$ cat config.mk
export PLATFORM = sky130hd
export DESIGN_NAME = fta_ram
export DESIGN_NICKNAME = d
export VERILOG_FILES = /design/src/design/fta_ram.sv
export SDC_FILE = /design/constraint.sdc
export NUM_CORES = 1
export LEC_CHECK = 0
export BUFFER_PORTS_ARGS = -buffer_cell sky130_fd_sc_hd__buf_2
export CAP_MARGIN = 20
export CORE_MARGIN = 2
export CORE_UTILIZATION = 47
export DETAILED_ROUTE_END_ITERATION = 6
export PLACE_DENSITY = 0.66
export SYNTH_ARGS = -nofsm -noshare
export SYNTH_HDL_FRONTEND = slang
export SYNTH_SLANG_ARGS = --single-unit
$ cat constraint.sdc
create_clock -name clock -period 1.8 [get_ports clock]
set_input_delay 0.18 -clock clock [delete_from_list [all_inputs] [get_ports clock]]
set_output_delay 0.18 -clock clock [all_outputs]
set_load 0.03 [all_outputs]
$ cat src/design/fta_ram.sv
// ----------------------------------------------------------------------------
// fta_ram: generic single-write, single-read RAM
// One write port, one read port with registered read data.
// ----------------------------------------------------------------------------
module fta_ram #(
   parameter int WIDTH = 8,
   parameter int DEPTH = 16
) (
   input  logic                     clock,
   input  logic                     we,
   input  logic [$clog2(DEPTH)-1:0] waddr,
   input  logic [WIDTH-1:0]         wdata,
   input  logic [$clog2(DEPTH)-1:0] raddr,
   output logic [WIDTH-1:0]         rdata
);

   logic [WIDTH-1:0] mem_ff [DEPTH];
   logic [WIDTH-1:0] rdata_ff;

   always_ff @(posedge clock) begin
      if (we) begin
         mem_ff[waddr] <= wdata;
      end
      rdata_ff <= mem_ff[raddr];
   end

   assign rdata = rdata_ff;

endmodule

=== Word level (Yosys, flattened, before mapping) ===
Memory sizes are Yosys's and may differ from the RTL's. A register that Yosys moved wholly into a read port is not among the register bits.
Index checks and enable logic that the tools add are counted.

* ROM bits: 0
* Logic and storage cells: 3
* Bits in registers: 0
* Output and inout bits: 8
* RAM bits: 128
* Latch bits: 0
* Memories: 1

* Equal/unequal tests: 0
* $mul: 0
* Shifts and indexed selects: 0
* Multiplexer cells: 2
* Div/mod/pow operators: 0
* Order comparisons: 0
* Reductions and logical operators: 0
* Add/subtract/negate cells: 0
* Bitwise operators: 0

{| class="wikitable"
|+ Memories
! name !! words !! width !! rd ports !! clocked after memory_dff !! write ports !! line !! source
|-
| mem_ff || 16 || 8 || 1 || 1 || 1 || 17 || <nowiki>logic [WIDTH-1:0] mem_ff [DEPTH];</nowiki>
|}

{| class="wikitable"
|+ Operator list
! cell !! count
|-
| two-way mux 1 bit || 2
|}

=== Depth between registers and ports, before layout ===
* Depth in word-level cells: 2
* Gate-level depth with buffers: 5
* Depth with buffers taken out: 3

=== Worst setup path after synthesis ===
Ideal clock, no wire load.

* Path kind: input port to flip-flop
* Start: in waddr[2]
* End: mem mem_ff[0][0] (enable)
* Arrival: 1.290 ns
* Buffers on the path: 0
* Stages on the path: 2
* Setup slack: 0.127 ns
* Path through: or3b_2 nor3_1

{| class="wikitable"
|+ RTL lines
! element !! line !! source
|-
| start: declaration || 11 || <nowiki>input logic [$clog2(DEPTH)-1:0] waddr,</nowiki>
|-
| end: declaration || 17 ||
|}

No word-level cell before the write port.

==> results.md <==
* Critical path's slowest cell: mux4_1
* Crit path max fanout at 1
* Die Y at 108.7 um
* Netlist cell types at 19
* Delay-heaviest family, CP: multiplexers
* Post-synthesis register bit count at 136
* Clock latency on the worst-skew pair at 0.51 ns
* Worst hold path type: in -> reg
* Avg WL per Cell at 21.87 um
* Initial Util at 47.90%
* Cts repair resizes at 0
* Ys flop type: edfxtp_1
* CP max stage delay at 0.55 ns
* Clk slew on worst S/H paths at 0.06 ns
* Share of cells above drive strength 1 at 32.23%
* Gr ovfl total at 0
* CTS sink count at 136
* Worst Clk Skew at 0.004718 ns
* Register area share after synthesis at 77.78%
* Total track usage at 18.26%
* Synth area leaders: edfxtp_1 75%, mux4_2 7.9%, mux4_1 7.1%
* CP Cell Sequence: mux4_1 > a22oi_1 > nand2_1
* Max-cap viol count at 0
* Post-synth EDFFs at 128
* Ant diodes at 0
* Final net count at 306
* WL final at 9646 um
* Min Hold Slack at 0.04713 ns
* Layout area overhead at 19.66%
* Dpl hpwl at 6354 um
* CTS Buf Count at 17
* Placement Rows at 38
* Peak supply drop at 0.6685 mV
* Max_slew headroom at 70.99%
* Setup crit start kind: flop
* Final worst path period share at 78.51%
* Buf+Inv Stages, Crit Path at 0
* # hold bufs at CTS at 0
* CTS tree: yes
* Number of antenna violations at the first check in global routing at 0
* Synth top area share at 74.67%
* Ys async rst share at 0%
* Post-synthesis cell area at 5147 um^2
* Htree depth at 4
* Ports at 26
* Post-Synthesis Cells at 229
* RePlAce Congestion at 0.7427
* Final setup violation count at 0
* Power density cells at 1194 nW/um^2
* Pre-antenna DRT Iters at 4
* Net Count, Synth at 247
* Clock root cell: clkbuf_8
* Routed via count at 2405
* Port buffer count at 25
* Data arrival, critical path at 1.80 ns
* DR iter-0 viols at 148
* Core Box Area at 10750 um^2
* Vias in the first global route at 2541
* Most frequent cell after synthesis: edfxtp_1
* LEAKAGE at 2.109 nW
* Longest Clk Path Bufs at 2
* First-pass GRT wire length at 14640 um
* Largest net degree at the start of global routing at 22
* DIE WIDTH at 108.7 um
* Final min period at 1.413 ns
* Antenna viol nets, final at 0
* WS Path Type: reg -> reg
* Final Hold Viols at 0
* Critical Path RT at 2.18 ns
* Status: complete, no violations
* RSZ-0062 raised after global routing: false
* Commonest cells post-synth: 128 x edfxtp_1, 18 x mux4_2, 16 x a22oi_1
* Die ar. at 11800 um^2
* Post-CTS setup buffers at 0
* Final Slew Violations at 0
* Post-Syn Area per Cell at 22.48 um^2
* Crit. End Element: flop
* Slew @ Worst Pin at 0.4351 ns
* Final TNS setup at 0 ns
* YS warnings at 0
* Largest area contributor in the netlist: edfxtp_1
* Fmax at 707.7 MHz
* Util after Layout at 57.32%
* # DRC at 0
* Vias per cell at 5.454
* Design Power at 0.007354 W
## metal layers
metal | track usage, % | vias to the layer above | wire [um]
met5 | 0 | - | 0
met4 | 6.044 | 0 | 116
met3 | 6.276 | 9 | 507
met2 | 28.53 | 80 | 4841
met1 | 24.35 | 1219 | 4180
li1 | - | 1097 | -
## through the flow
| step | std cells | setup WS (ns) | instance area (um^2) |
|---|---|---|---|
| after floorplan | 229 | 0.1271 | 5147 |
| after global placement | 409 | 0.1469 | 5562 |
| after detailed placement | 409 | 0.1399 | 5562 |
| after CTS | 441 | 0.3538 | 6160 |
| after global routing | 441 | 0.3438 | 6160 |
| final | 441 | 0.3869 | 6160 |
## state kept, by name (all words and copies together) (netlist names)
register,cells
rdata,8
mem_ff,128
## layout by cell type, fill, tap and decap left out
cell type	n
clkinv_1	4
buf_4	24
clkinvlp_4	4
and2_1	1
buf_2	25
nor2_1	13
nor3_1	4
a22oi_1	16
clkbuf_16	16
nand2_1	9
clkbuf_8	1
clkinv_2	2
and2b_1	1
clkinv_4	1
edfxtp_1	128
nand2b_1	2
bufinv_16	4
nand3b_1	2
or3b_2	1
mux4_2	18
buf_12	1
mux4_1	14
nand3_1	1
dfxtp_1	8
nor2b_1	1
## power by group
part	internal, W	total (W)	switching (W)	leakage, nW
logic	0.000147	0.000369	0.000221	0.606
registers	0.00354	0.00356	0.0000208	1.22
clock network	0.00222	0.00342	0.00120	0.280
## cells by family after synthesis
kind of cell	Yosys count	synth area share, %
flops	136	77.78
compound gates	16	2.334
simple gates	35	3.184
mux	32	15.02
buf+inv	10	1.677
## layout make-up
class / count / area (um^2)
Fill cell: 786 / 4586
Sequential cell: 136 / 4004
Multi-Input combinational cell: 83 / 1057
Clock buffer: 17 / 414.1
Timing Repair Buffer: 50 / 325.3
Clock inverter: 15 / 183.9
Tap cell: 140 / 175.2
## final timing paths
| kind | start | endpoint | slack (ns) | depth (start not counted) |
|---|---|---|---|---|
| hold / removal | wdata[5] | mem_ff[12][5]$_DFFE_PP_ | 0.05 | 1 |
| hold reg to reg | mem_ff[14][2]$_DFFE_PP_ | rdata[2]$_DFF_P_ | 0.66 | 3 |
| setup / recovery | mem_ff[4][1]$_DFFE_PP_ | rdata[1]$_DFF_P_ | 0.39 | 3 |
| setup reg to reg | mem_ff[4][1]$_DFFE_PP_ | rdata[1]$_DFF_P_ | 0.39 | 3 |
## worst register-to-register path, cell delays in order, from the launching register on
cell      delay (ns)
edfxtp_1        0.37
mux4_1          0.55
a22oi_1         0.26
nand2_1         0.12
Power figures use the tool's default switching activity.
