--- src/design/fta_pkg.sv ---
// ----------------------------------------------------------------------------
// fta_pkg: shared types and constants of the fringe timing averager
// Field widths, divider request/response beats and limits.
// ----------------------------------------------------------------------------
package fta_pkg;

   localparam int MAX_BLOCK_DEF = 16;

   localparam int RAW_W   = 16;
   localparam int TUS_W   = 16;
   localparam int AVG_W   = 24;
   localparam int CORR_W  = 24;
   localparam int SUM_W   = 32;
   localparam int SQSUM_W = 56;
   localparam int JIT_W   = 24;
   localparam int HOP_W   = 16;

   localparam int DIV_NW  = 64;
   localparam int DIV_DW  = 25;
   localparam int DIV_CW  = 7;

   localparam int REQ_DATA_W = 64;
   localparam int RSP_DATA_W = 160;

   localparam logic [5:0] CLK_DIV_MIN = 6'd5;

   localparam logic CSR_CLOCK_QUARTER_MHZ = 1'b0;
   localparam logic CSR_BLOCK_LENGTH      = 1'b1;

   typedef struct packed {
      logic                start;
      logic [DIV_NW-1:0]   dividend;
      logic [DIV_DW-1:0]   divisor;
      logic [DIV_CW-1:0]   nbits;
   } fta_div_req_type;

   typedef struct packed {
      logic                done;
      logic [DIV_NW-1:0]   quotient;
   } fta_div_rsp_type;

endpackage

--- src/design/fta_div.sv ---
// ----------------------------------------------------------------------------
// fta_div: shared iterative unsigned divider
// Restoring division, one quotient bit per cycle over nbits dividend bits.
// ----------------------------------------------------------------------------
module fta_div import fta_pkg::*; (
   input  logic            clock,
   input  logic            reset,
   input  fta_div_req_type div_req,
   output fta_div_rsp_type div_rsp
);

   logic              act_ff, act_in;
   logic              done_ff, done_in;
   logic [DIV_CW-1:0] cnt_ff, cnt_in;
   logic [DIV_NW-1:0] num_ff, num_in;
   logic [DIV_DW-1:0] den_ff, den_in;
   logic [DIV_DW-1:0] rem_ff, rem_in;
   logic [DIV_NW-1:0] quo_ff, quo_in;

   logic [DIV_CW-1:0] cnt_m1;
   logic [DIV_DW:0]   trial;
   logic [DIV_DW:0]   diff;
   logic              ge;

   always_comb begin
      cnt_m1  = cnt_ff - 1'b1;
      trial   = {rem_ff, num_ff[cnt_m1[DIV_CW-2:0]]};
      ge      = (trial >= {1'b0, den_ff});
      diff    = trial - {1'b0, den_ff};
      act_in  = act_ff;
      done_in = 1'b0;
      cnt_in  = cnt_ff;
      num_in  = num_ff;
      den_in  = den_ff;
      rem_in  = rem_ff;
      quo_in  = quo_ff;
      if (div_req.start) begin
         act_in = 1'b1;
         cnt_in = div_req.nbits;
         num_in = div_req.dividend;
         den_in = div_req.divisor;
         rem_in = '0;
         quo_in = '0;
      end else if (act_ff) begin
         rem_in = ge ? diff[DIV_DW-1:0] : trial[DIV_DW-1:0];
         quo_in = {quo_ff[DIV_NW-2:0], ge};
         cnt_in = cnt_m1;
         if (cnt_ff == DIV_CW'(1)) begin
            act_in  = 1'b0;
            done_in = 1'b1;
         end
      end
   end

   always_ff @(posedge clock) begin
      if (reset) begin
         act_ff  <= 1'b0;
         done_ff <= 1'b0;
      end else begin
         act_ff  <= act_in;
         done_ff <= done_in;
      end
      cnt_ff <= cnt_in;
      num_ff <= num_in;
      den_ff <= den_in;
      rem_ff <= rem_in;
      quo_ff <= quo_in;
   end

   assign div_rsp.done     = done_ff;
   assign div_rsp.quotient = quo_ff;

endmodule

--- config.mk ---
export PLATFORM = sky130hd
export DESIGN_NAME = fta_div
export DESIGN_NICKNAME = d
export VERILOG_FILES = /design/src/design/fta_pkg.sv /design/src/design/fta_div.sv
export SDC_FILE = /design/constraint.sdc
export NUM_CORES = 1
export LEC_CHECK = 0
export BUFFER_PORTS_ARGS = -buffer_cell sky130_fd_sc_hd__buf_2
export CAP_MARGIN = 0
export CORE_MARGIN = 2
export CORE_UTILIZATION = 45
export DETAILED_ROUTE_END_ITERATION = 16
export GPL_TIMING_DRIVEN = 0
export PLACE_DENSITY_LB_ADDON = 0.12
export SLEW_MARGIN = 10
export SYNTH_ARGS = -nofsm -noshare
export SYNTH_HDL_FRONTEND = slang
export SYNTH_SLANG_ARGS = --single-unit
export TNS_END_PERCENT = 1
--- constraint.sdc ---
create_clock -name clock -period 13.7 [get_ports clock]
set_input_delay 2.74 -clock clock [delete_from_list [all_inputs] [get_ports clock]]
set_output_delay 2.74 -clock clock [all_outputs]
set_load 0.005 [all_outputs]
Word level (Yosys, flattened, before mapping)
Index checks and enable logic that the tools add are counted.
Word-level totals
  output and inout bits: 65
  latch bits: 0
  bits of input ports: 99
  memories: 0
  word-level logic and storage cells: 24
  bits in registers: 187
  bits in writable memories: 0
  bits in read-only memories: 0
Operators by class
  bitwise operators: 1
  $mul: 0
  add/sub/neg operators: 2
  equality and inequality tests: 1
  divide/modulo/power cells: 0
  shift-type cells: 0
  mux-type cells: 9
  reductions and logical operators: 2
  magnitude comparators: 2
Operators with widths (number)
  26-bit by 25-bit >= comparator with 1-bit output: 1
  25-bit 2-to-1 mux: 1
  25-bit subtractor: 1
  7-bit 2-to-1 mux: 2
  7-bit by 1-bit == test with 1-bit output, second input constant: 1
  6-bit by 7-bit less-than comparator with 1-bit output, second input constant: 1
  7-bit by 1-bit subtractor with 7-bit output, second input constant: 1
  1-bit binary-select mux with 6-bit select: 1
  1-bit 2-to-1 mux: 5
  3-bit OR reduction: 1
  2-bit nonzero test: 1
  1-bit inverter: 1

Depth between registers and ports, before layout
Gate-level depths: netlist of the first run.
  depth after elaboration: 5
  depth in mapped cells: 22

Worst setup path after synthesis of the first run
OpenSTA, ideal clock, no wires.
  path type: reg2reg
  from: register cnt_ff[0]
  to: register rem_ff[4]
  data required time: 13.568 ns
  cell stages (with the launch flop): 23
  slack: 8.584 ns
  setup time: 0.132 ns
  arrival time: 4.984 ns
  path through: edfxtp_1 > buf_6 > buf_6 > inv_1 > ha_1 > clkbuf_1 > clkbuf_1 > mux4_2 > mux4_2 > mux4_2 > inv_1 > ha_1 > inv_1 > fa_1 > a211o_1 > o211ai_1 > a211o_1 > a21oi_1 > o21a_1 > and2_1 > buf_2 > a22oi_1 > a21oi_1
On the way
  word-level cells in the longest chain between the ends: 5
  elaborated cells on any way between the ends: 6
  those cells by class: 2 x add/sub; 1 x order compare; 3 x mux
Ends and longest elaborated chain
  from (decl): line fta_div.sv:14  | logic [DIV_CW-1:0] cnt_ff, cnt_in;
  from (signal assigned): line fta_div.sv:63  | cnt_ff <= cnt_in;
  7-bit by 1-bit subtractor with 7-bit output (*): line fta_div.sv:26  | cnt_m1 = cnt_ff - 1'b1;
  1-bit binary-select mux with 6-bit select (*): line fta_div.sv:27  | trial = {rem_ff, num_ff[cnt_m1[DIV_CW-2:0]]};
  1-bit 2-to-1 mux (implied by the code) (*): line fta_div.sv:27
  25-bit subtractor or 26-bit by 25-bit >= comparator with 1-bit output (tied branches): line fta_div.sv:29, fta_div.sv:28
  25-bit 2-to-1 mux (*): line fta_div.sv:45  | rem_in = ge ? diff[DIV_DW-1:0] : trial[DIV_DW-1:0];
  to (signal assigned): line fta_div.sv:66  | rem_ff <= rem_in;
  to (decl): line fta_div.sv:17  | logic [DIV_DW-1:0] rem_ff, rem_in;
Mark *: on every way between the ends. The rest lies on a longest branch, timed or not. The select of a mux whose other input is x is not followed.
A chain may end at the register's enable or synchronous reset.

Final worst setup path of the first run
  from: register cnt_ff[0]
  to: register rem_ff[8]
Same word-level chain as after synthesis.

==> results of run 1 <==
==> state kept, by name, summed over array words and instances (netlist names) <==
name	count
rem_ff	25
den_ff	25
num_ff	64
act_ff	1
quo_ff	64
done_ff	1
cnt_ff	7
==> where the power goes <==
part           leakage, nW  internal (W)  total [W]  switching (W)
logic                 2.37     0.0000849   0.000181      0.0000960
registers             1.68      0.000619   0.000630      0.0000110
clock network        0.286      0.000244   0.000477       0.000234
==> per-layer routing <==
layer  vias up  share of wire [%]
li1       3002                  -
met1      2949                 42
met2       200                 49
met3        36                6.9
met4         2                2.0
met5         -              0.068
==> worst max-delay path by stage <==
stage / start / end / cells past startpoint
2_1_floorplan: cnt_ff[0] / rem_ff[4] / 22
5_1_grt: cnt_ff[0] / rem_ff[8] / 22
3_5_place_dp: cnt_ff[0] / rem_ff[5] / 21
3_3_place_gp: cnt_ff[0] / rem_ff[5] / 21
6_report: cnt_ff[0] / rem_ff[8] / 22
4_1_cts: cnt_ff[0] / rem_ff[8] / 22
==> stage by stage <==
stage               hold slack (ns)  instances  area [um^2]  power (W)
global route                  0.512       1148        10100    0.00134
floorplan                     0.443        722         8410   0.000767
detailed placement            0.472       1115         9540   0.000824
CTS                           0.485       1147        10100    0.00130
finish                        0.482       1151        10100    0.00129
global placement              0.466       1114         9510   0.000817
==> logic make-up after synthesis <==
logic type,synth area share (%)
simple gates,10.0
mux,14.1
compound gates,9.78
buf+inv,3.71
xor+xnor,2.19
fa+ha+maj,4.26
flops,56.0
==> final cells by class <==
type	count	area (um^2)
inverter	40	150
multi-input combinational	459	3390
clock inverter	14	148
sequential	187	4700
fill	1576	8020
timing repair buffer	164	846
buffer	36	161
clock buffer	18	430
tap	229	287
antenna	4	10.0
==> layout by cell type (no fill, tap or decap), drive strengths merged, types with 11 or more instances in the layout <==
master and instances:
edfxtp 96, xnor2 11, clkbuf 39, mux2i 69, dfxtp 91, nand2 47, buf 179, nor2 100
ha 27, inv 47, mux4 21, o21ai 30, a21oi 28
==> Yosys cell counts (11+ instances only) <==
master and n:
inv_1 40, nor2_1 100, mux2i_1 69, ha_1 27, mux4_2 15, dfxtp_1 91
clkbuf_1 21, o21ai_0 29, xnor2_1 11, edfxtp_1 96, a21oi_1 28, nand2_1 47
==> critical path, delay by kind of cell (launching register included) <==
family                   cells  cell delay, ns
AND/OR/NAND/NOR              2            0.24
AO/OA/AOI/OAI                6            1.36
buffers and inverters        8            1.84
flip-flops                   1            0.38
adder cells (fa/ha/maj)      3            0.86
multiplexers                 3            1.39
==> flow_summary_export.csv, run 1 <==
group,metric,value,unit
timing,setup_violations,0,
cts,clk_latency,0.44,ns
hold_path,hold_end,"rem_ff[6]",
setup_path,critical_path_class,"flop to flop",
floorplanning,fp.dieH,141,um
yosys,syn_area,0.00841,mm^2
setup_path,r2r_cells,22,
timing,fmax,162,MHz
grt,use_met1,24.2,%
setup_path,crit_fanout,10,
setup_path,slowest_stage,"clkbuf_1",
setup_path,reg2reg_to,"rem_ff[8]",
timing,skew,0.0154,ns
final_layout,final_util,55.8,%
cts,postCtsSetupBuffers,0,
cts,cts_buffer_depth,2,
yosys,yosys_warnings,0,
timing,timing.final.crit_share,45.1,%
yosys,yosysSeqAreaShare,56.0,%
run,timing.max_cap.violations,0,
cts,clock-root-buffer,"clkbuf_16",
yosys,async_flop_share,0,%
timing,hold_viol_final,0,
timing,rsz0062_at_grt,"false",
grt,grt_pass1_wl,31300,um
yosys,yosysUniqueCellTypes,58,
grt,met2_usage,34.2,%
grt,antenna_found_initial,5,
setup_path,startpoint_type,"flop",
floorplanning,start_util,46.3,%
grt,met3_usage,6.15,%
placement,dpl_worst_slack,7.49,ns
floorplanning,design.core.area,0.0181,mm^2
final_layout,area_growth,20.5,%
timing,slew_violations,0,
route,antenna_left,0,
cts,clkTransAtPathRegs,0.07,ns
placement,place_congestion,0.905,
setup_path,slowest_delay,0.50,ns
grt,grt_pass1_vias,6319,
cts,cts_tree,"built",
grt,grt_max_degree,65,
hold_path,hold_path.class,"flop to flop",
yosys,synth_edf_count,96,
cts,cts-htree-levels,4,
route,first_pass_iters,5,
placement,port_buffers,163,
route,wl,19200,um
setup_path,r2r_start,"cnt_ff[0]",
setup_path,critPathRequiredTime,14.05,ns
pwr,powerDensity,127,mW/mm^2
yosys,syn-instance-count,722,
route,vias,6189,
yosys,synth_area_leaders,"edfxtp_1, dfxtp_1, mux2i_1",
floorplanning,rows,49,
final_layout,final_nets,1032,
setup_path,path_cells,"buf_6 -> buf_6 -> inv_1 -> ha_1 -> clkbuf_1 -> clkbuf_1 -> mux4_2 -> mux4_2 -> mux4_2 -> inv_1 -> ha_1 -> inv_1 -> fa_1 -> a211o_1 -> o211ai_1 -> a211o_1 -> a21oi_1 -> o211ai_2 -> buf_2 -> nand2_1 -> o211a_1 -> nor3_1",
grt,grt-busiest-layer,"met2",
floorplanning,io_pins,164,
cts,post_cts_resized,0,
setup_path,endpoint_kind,"flop",
yosys,synth.top_cell.area_share,34.3,%
cts,cts_hold_buf,0,
cts,cts-buffers-inserted,17,
hold_path,worstHoldStart,"rem_ff[6]",
floorplanning,dieArea,0.0198,mm^2
route,post_drt_via_cell_ratio,5.38,
placement,hpwl,14100,um
timing,fin_ws,7.52,ns
route,first_iter_violations,372,
timing,relSlewSlack,41.4,%
yosys,syn_area_per_cell,11.6,um^2
timing,worst_pin_slew,0.875,ns
run_status,status,"finished clean",
yosys,synth_area_leader_cell,"edfxtp_1",
grt,grt_usage,20.0,%
cts,cts.sinks,187,
yosys,synth_ff_type,"edfxtp_1",
grt,grt-ovfl-total,0,
timing,period_needed,6.18,ns
pwr,ir_drop,0.0845,mV
floorplanning,die_w,141,um
setup_path,r2r_slack,7.52,ns
hold_path,holdPathStages,2,
route,avgRoutedWirePerCell,16.7,um
timing,finalSetupTns,0,ns
yosys,ys_ff_latch,187,
setup_path,worstPathArrival,6.53,ns
pwr,leakagePower,4.33,nW
yosys,synth_nets,849,
final_layout,drive_above_1_share,24.5,%
route,drc,0,
(Power assumes the default switching activity.)
==> run 2: changes to the inputs <==
Clock period 13.7 ns to 5.2 ns, I/O delays scaled along.
==> run 2 against run 1 <==
Net effect: sequential share of layout area decreased by 0.59 points; first-iteration DRC count fell by 13%; combinational power rose to 2.7 times the previous value; wire length rose by 1.0%; final cell count grew 0.70%; fmax up 24%; final area is 1.3% higher; clock skew is 0.00088 ns lower; register-to-register slack worse by 7.3 ns; sequential power rose to 2.6 times the previous value; core utilization is 0.72 points higher; worst setup slack worse by 7.3 ns.
==> flow_summary_export.csv, run 2 (same netlist as run 1, synthesis figures left out) <==
group,metric,value,unit
timing,timing.final.crit_share,95.6,%
setup_path,crit_start,"cnt_ff[0]",
final_layout,finalNonFillerCells,1159,
final_layout,finalInstanceArea,0.0103,mm^2
grt,grt-ovfl-total,0,
timing,skew,0.0145,ns
floorplanning,die_w,141,um
final_layout,largest_registers,"num_ff: 64 flops, quo_ff: 64 flops",
cts,clock-root-buffer,"clkbuf_16",
setup_path,path_cells,"buf_12 -> inv_1 -> ha_4 -> clkbuf_8 -> mux4_2 -> mux4_2 -> mux4_2 -> inv_1 -> ha_1 -> inv_1 -> fa_2 -> a211o_1 -> o211ai_1 -> a211o_1 -> a21oi_2 -> o211ai_2 -> buf_6 -> clkbuf_4 -> o31ai_1 -> a22o_1",
grt,grt_pass1_wl,31400,um
final_layout,drive_above_1_share,26.0,%
cts,clk_latency,0.44,ns
grt,grt_usage,20.1,%
pwr,power_frac_seq,48.6,%
setup_path,critical_path_class,"flop to flop",
pwr,p_int,0.00251,W
floorplanning,start_util,46.3,%
cts,cts_buffer_depth,2,
setup_path,startpoint_type,"flop",
placement,place_inst,1115,
route,first_iter_violations,322,
pwr,switching_share,26.5,%
route,drc,0,
pwr,leakagePower,4.39,nW
timing,slew_violations,0,
timing,worst_pin_slew,0.874,ns
floorplanning,dieArea,0.0198,mm^2
final_layout,area_growth,22.0,%
route,wl,19400,um
final_layout,final_nets,1040,
timing,rsz0062_at_grt,"false",
pwr,ir_drop,0.221,mV
floorplanning,io_pins,164,
floorplanning,rows,49,
setup_path,worstPathArrival,5.30,ns
placement,postPlaceCellArea,0.00954,mm^2
pwr,p_clk_share,36.8,%
route,antenna_left,0,
timing,setup_violations,0,
placement,hpwl,14100,um
setup_path,critPathRequiredTime,5.52,ns
route,avgRoutedWirePerCell,16.8,um
pwr,p_comb_share,14.6,%
setup_path,endpoint_kind,"flop",
cts,cts_tree,"built",
pwr,p_sw,0.000904,W
grt,grt_max_degree,65,
floorplanning,design.core.area,0.0181,mm^2
cts,clkTransAtPathRegs,0.07,ns
placement,place_congestion,0.905,
setup_path,slowest_delay,0.50,ns
setup_path,crit_fanout,12,
grt,grt_pass1_vias,6336,
floorplanning,fp.dieH,141,um
timing,relSlewSlack,41.5,%
final_layout,layout_commonest_cell,"buf_2",
run_status,status,"finished clean",
route,post_drt_via_cell_ratio,5.35,
route,first_pass_iters,5,
final_layout,mostFrequentLayoutCells,"buf_2, nor2_1, edfxtp_1, dfxtp_1, mux2i_1",
setup_path,worst-path-buf-inv,7,
timing,hold_viol_final,0,
timing,fmax,201,MHz
grt,antenna_found_initial,5,
hold_path,worstHoldStart,"rem_ff[6]",
setup_path,slowest_stage,"mux4_2",
route,vias,6195,
run,timing.max_cap.violations,0,
cts,cts-buffers-inserted,17,
timing,period_needed,4.97,ns
final_layout,fillCellCount,1574,
cts,cts.sinks,187,
pwr,powerDensity,333,mW/mm^2
hold_path,hold_path.class,"flop to flop",
cts,cts-htree-levels,4,
placement,port_buffers,163,
cts,cts_hold_buf,0,
setup_path,r2r_start,"cnt_ff[0]",
setup_path,critPathTopFamily,"compound AO/OA/AOI/OAI gates",
==> run 2: path summary, 6_finish.rpt <==
path | end | slack (ns) | cells after the start
setup reg to reg | rem_ff[19] | 0.23 | 20
hold reg to reg | rem_ff[6] | 0.48 | 2
setup / recovery | rem_ff[19] | 0.23 | 20
hold / removal | rem_ff[6] | 0.48 | 2
==> run 2: area by class of cell <==
class | count | area, um^2 | area share, %
Inverter | 40 | 150 | 1.46
Sequential cell | 187 | 4700 | 45.9
Clock inverter | 14 | 148 | 1.44
Clock buffer | 18 | 430 | 4.20
Timing Repair Buffer | 174 | 921 | 8.98
Tap cell | 229 | 287 | 2.79
Buffer | 34 | 186 | 1.82
Multi-Input combinational cell | 459 | 3420 | 33.4
Antenna cell | 4 | 10.0 | 0.0976
==> run 2: worst min-delay path, cell delays in order, from the launching register on <==
cell,delay [ns]
dfxtp_1,0.33
nand2_1,0.05
o21ai_0,0.06
==> run 2: what timing repair did <==
item / CTS / global route
setup buffers: 3 / 7
endpoints found under the setup margin: 26 / 24
gates resized for setup: 15 / 6
pin swaps: 4 / 2
==> run 2: through the flow <==
| stage | utilization [%] | hold WS (ns) | TNS [ns] | total power, W | setup WS, ns |
|---|---|---|---|---|---|
| global route | 56.5 | 0.512 | 0 | 0.00356 | 0.0111 |
| finish | 56.5 | 0.481 | 0 | 0.00341 | 0.229 |
| detailed placement | 52.6 | 0.472 | -23.79 | 0.00217 | -1.01 |
| CTS | 56.2 | 0.485 | 0 | 0.00344 | 0.0385 |
| floorplan | - | 0.443 | 0 | 0.00202 | 0.0842 |
| global placement | 52.4 | 0.466 | -21.67 | 0.00215 | -0.923 |
==> run 2: layer usage <==
| metal | part of all wire [%] | vias to the layer above | track usage (%) |
|---|---|---|---|
| met3 | 6.6 | 32 | 6.15 |
| met1 | 42 | 2953 | 24.4 |
| met2 | 49 | 189 | 34.3 |
| li1 | - | 3019 | - |
| met4 | 1.9 | 2 | 6.47 |
| met5 | 0.067 | - | 0 |
==> run 2: power by group through the flow <==
stage | Sequential [W] | Clock (W) | Combinational [W]
4_1_cts | 0.00166 | 0.00128 | 0.000495
3_5_place_dp | 0.00169 | 0 | 0.000477
2_1_floorplan | 0.00168 | 0 | 0.000337
5_1_grt | 0.00167 | 0.00135 | 0.000547
6_report | 0.00166 | 0.00126 | 0.000497
3_3_place_gp | 0.00169 | 0 | 0.000462
==> run 3: changes to the inputs <==
Settings changed: ABC_AREA from default to 1, GPL_TIMING_DRIVEN 0 to 1.
Clock period 5.2 ns to 5.6 ns, I/O delays scaled along.
==> run 3 against run 2 <==
Net effect: combinational power is 24% lower; fmax increased by 14%; count of clock-buffer cells in the layout stayed put; wire length is 7.1% higher; sequential cell count is the same; final cell count is 28% higher; sequential power decreased by 8%; worst setup slack improved by 1.0 ns; clock power shrank 4%; largest power group unchanged.
==> flow_summary_export.csv, run 3 <==
group,metric,value,unit
timing,worst_pin_slew,1.09,ns
placement,place_inst,1457,
yosys,synthTopCellsByCount,"nand2_1, inv_1, edfxtp_1, dfxtp_1, nand3_1",
timing,finalSetupTns,0,ns
timing,relSlewSlack,27.3,%
run,timing.max_cap.violations,0,
grt,grt_max_degree,91,
yosys,synth.top_cell.area_share,32.3,%
route,wl,20800,um
placement,place_congestion,0.952,
cts,postCtsSetupBuffers,0,
floorplanning,rows,51,
yosys,ys_ff_latch,187,
cts,cts_buffer_depth,2,
timing,fmax,229,MHz
cts,cts-buffers-inserted,17,
final_layout,fillCellCount,1868,
hold_path,hold_path.class,"flop to flop",
final_layout,final_nets,1338,
timing,hold_viol_final,0,
final_layout,finalNonFillerCells,1489,
yosys,yosys_warnings,0,
setup_path,startpoint_type,"flop",
grt,grt_pass1_vias,6945,
pwr,ir_drop,0.196,mV
placement,hpwl,15100,um
grt,antenna_found_initial,0,
final_layout,area_growth,18.2,%
floorplanning,dieArea,0.0210,mm^2
placement,port_buffers,163,
cts,post_cts_resized,0,
pwr,p_sw,0.000870,W
setup_path,endpoint_kind,"flop",
floorplanning,design.core.area,0.0195,mm^2
final_layout,final_util,54.2,%
route,vias,7159,
route,drc,0,
setup_path,critPathRequiredTime,5.92,ns
grt,grt-ovfl-total,0,
route,first_iter_violations,507,
final_layout,largest_registers,"num_ff: 64 flops, quo_ff: 64 flops",
pwr,power_frac_seq,49.1,%
yosys,syn_area_per_cell,8.44,um^2
final_layout,finalInstanceArea,0.0105,mm^2
cts,clock-root-buffer,"clkbuf_16",
floorplanning,start_util,45.8,%
yosys,synth_ff_type,"edfxtp_1",
pwr,p_int,0.00224,W
cts,cts.sinks,187,
yosys,syn-instance-count,1057,
pwr,powerDensity,295,mW/mm^2
yosys,synth_area_leader_cell,"edfxtp_1",
timing,period_needed,4.37,ns
placement,postPlaceCellArea,0.00994,mm^2
pwr,switching_share,28.0,%
cts,cts_tree,"built",
cts,clk_latency,0.43,ns
grt,grt_pass1_wl,33900,um
cts,cts_hold_buf,0,
floorplanning,die_w,145,um
timing,rsz0062_at_grt,"false",
floorplanning,io_pins,164,
setup_path,critical_path_class,"flop to flop",
route,avgRoutedWirePerCell,14.0,um
timing,skew,0.0147,ns
final_layout,antennaDiodeCount,0,
placement,dpl_worst_slack,1.22,ns
pwr,p_clk_share,38.9,%
yosys,synth_nets,1184,
timing,fin_ws,1.23,ns
timing,slew_violations,0,
pwr,p_comb_share,12.1,%
final_layout,mostFrequentLayoutCells,"nand2_1, inv_1, buf_2, edfxtp_1, dfxtp_1",
setup_path,worstPathArrival,4.69,ns
route,antenna_left,0,
cts,cts-htree-levels,4,
yosys,yosysUniqueCellTypes,34,
timing,setup_violations,0,
setup_path,crit_fanout,19,
floorplanning,fp.dieH,145,um
cts,clkTransAtPathRegs,0.07,ns
yosys,synth_edf_count,96,
yosys,async_flop_share,0,%
yosys,syn_area,0.00892,mm^2
yosys,yosys.cell_count.top_type,"nand2_1",
final_layout,drive_above_1_share,19.8,%
route,first_pass_iters,5,
final_layout,layout_commonest_cell,"nand2_1",
yosys,yosysSeqAreaShare,52.7,%
route,post_drt_via_cell_ratio,4.81,
timing,timing.final.crit_share,78.1,%
pwr,leakagePower,4.98,nW
run_status,status,"finished clean",
yosys,synth_area_leaders,"edfxtp_1, dfxtp_1, nand2_1",
grt,grt_usage,20.6,%
-- run 3: layer usage --
metal	wire length (um)	vias up	global-route usage, %
met5	0	-	0
met1	9540	3269	27.0
met3	992	23	5.00
met2	9960	155	34.1
li1	-	3712	-
met4	333	0	5.62
-- run 3: path summary, 6_finish.rpt --
| check | endpoint | from | cells after the start | slack (ns) |
|---|---|---|---|---|
| worst min-delay path | rem_ff[24] | rem_ff[24] | 2 | 0.46 |
| worst max register to register | rem_ff[20] | cnt_ff[1] | 21 | 1.23 |
| worst max-delay path | rem_ff[20] | cnt_ff[1] | 21 | 1.23 |
| worst min register to register | rem_ff[24] | rem_ff[24] | 2 | 0.46 |
-- run 3: cell families (layout without fill, tap and decap cells) --
group / count (synthesis) / after routing / share of synthesized area [%]
adders and majority gates: 28 / 28 / 4.01
buffers and inverters: 232 / 399 / 10.4
AOI/OAI and AO/OA: 115 / 115 / 8.18
DFF: 187 / 187 / 52.7
and+or+nand+nor: 478 / 478 / 23.0
xor gates and xnor gates: 17 / 17 / 1.67
-- run 3: critical path, cell delays in order, from the launching register on --
cell	delay, ns
edfxtp_1	0.36
inv_1	0.06
ha_1	0.65
inv_1	0.38
nand3_1	0.19
nand3_1	0.09
nand3_1	0.12
nand3_1	0.08
nand3_1	0.14
nand2_1	0.06
inv_1	0.05
ha_1	0.13
inv_1	0.07
fa_1	0.45
nand3_2	0.13
nand3b_4	0.10
nand2_1	0.09
nand3_2	0.33
inv_1	0.52
nand2_1	0.10
nand3_1	0.10
nand2_1	0.05
-- run 3: layout make-up --
type	instances	area (um^2)	area share [%]
Clock inverter	14	173	1.64
Sequential cell	187	4700	44.6
Tap cell	265	332	3.15
Timing Repair Buffer	171	878	8.33
Clock buffer	18	429	4.07
Multi-Input combinational cell	638	3290	31.2
Inverter	196	736	6.98
-- run 3: stage by stage --
stage          hold slack (ns)  power, W
3_3_place_gp             0.435   0.00193
4_1_cts                  0.464   0.00314
3_5_place_dp             0.451   0.00193
5_1_grt                  0.490   0.00325
2_1_floorplan            0.440   0.00181
6_report                 0.462   0.00311
-- run 3: power by group through the flow --
stage	registers (W)	logic (W)	clock network, W
2_1_floorplan	0.00155	0.000255	0
3_3_place_gp	0.00156	0.000372	0
3_5_place_dp	0.00156	0.000374	0
4_1_cts	0.00153	0.000377	0.00124
5_1_grt	0.00153	0.000429	0.00129
6_report	0.00153	0.000376	0.00121
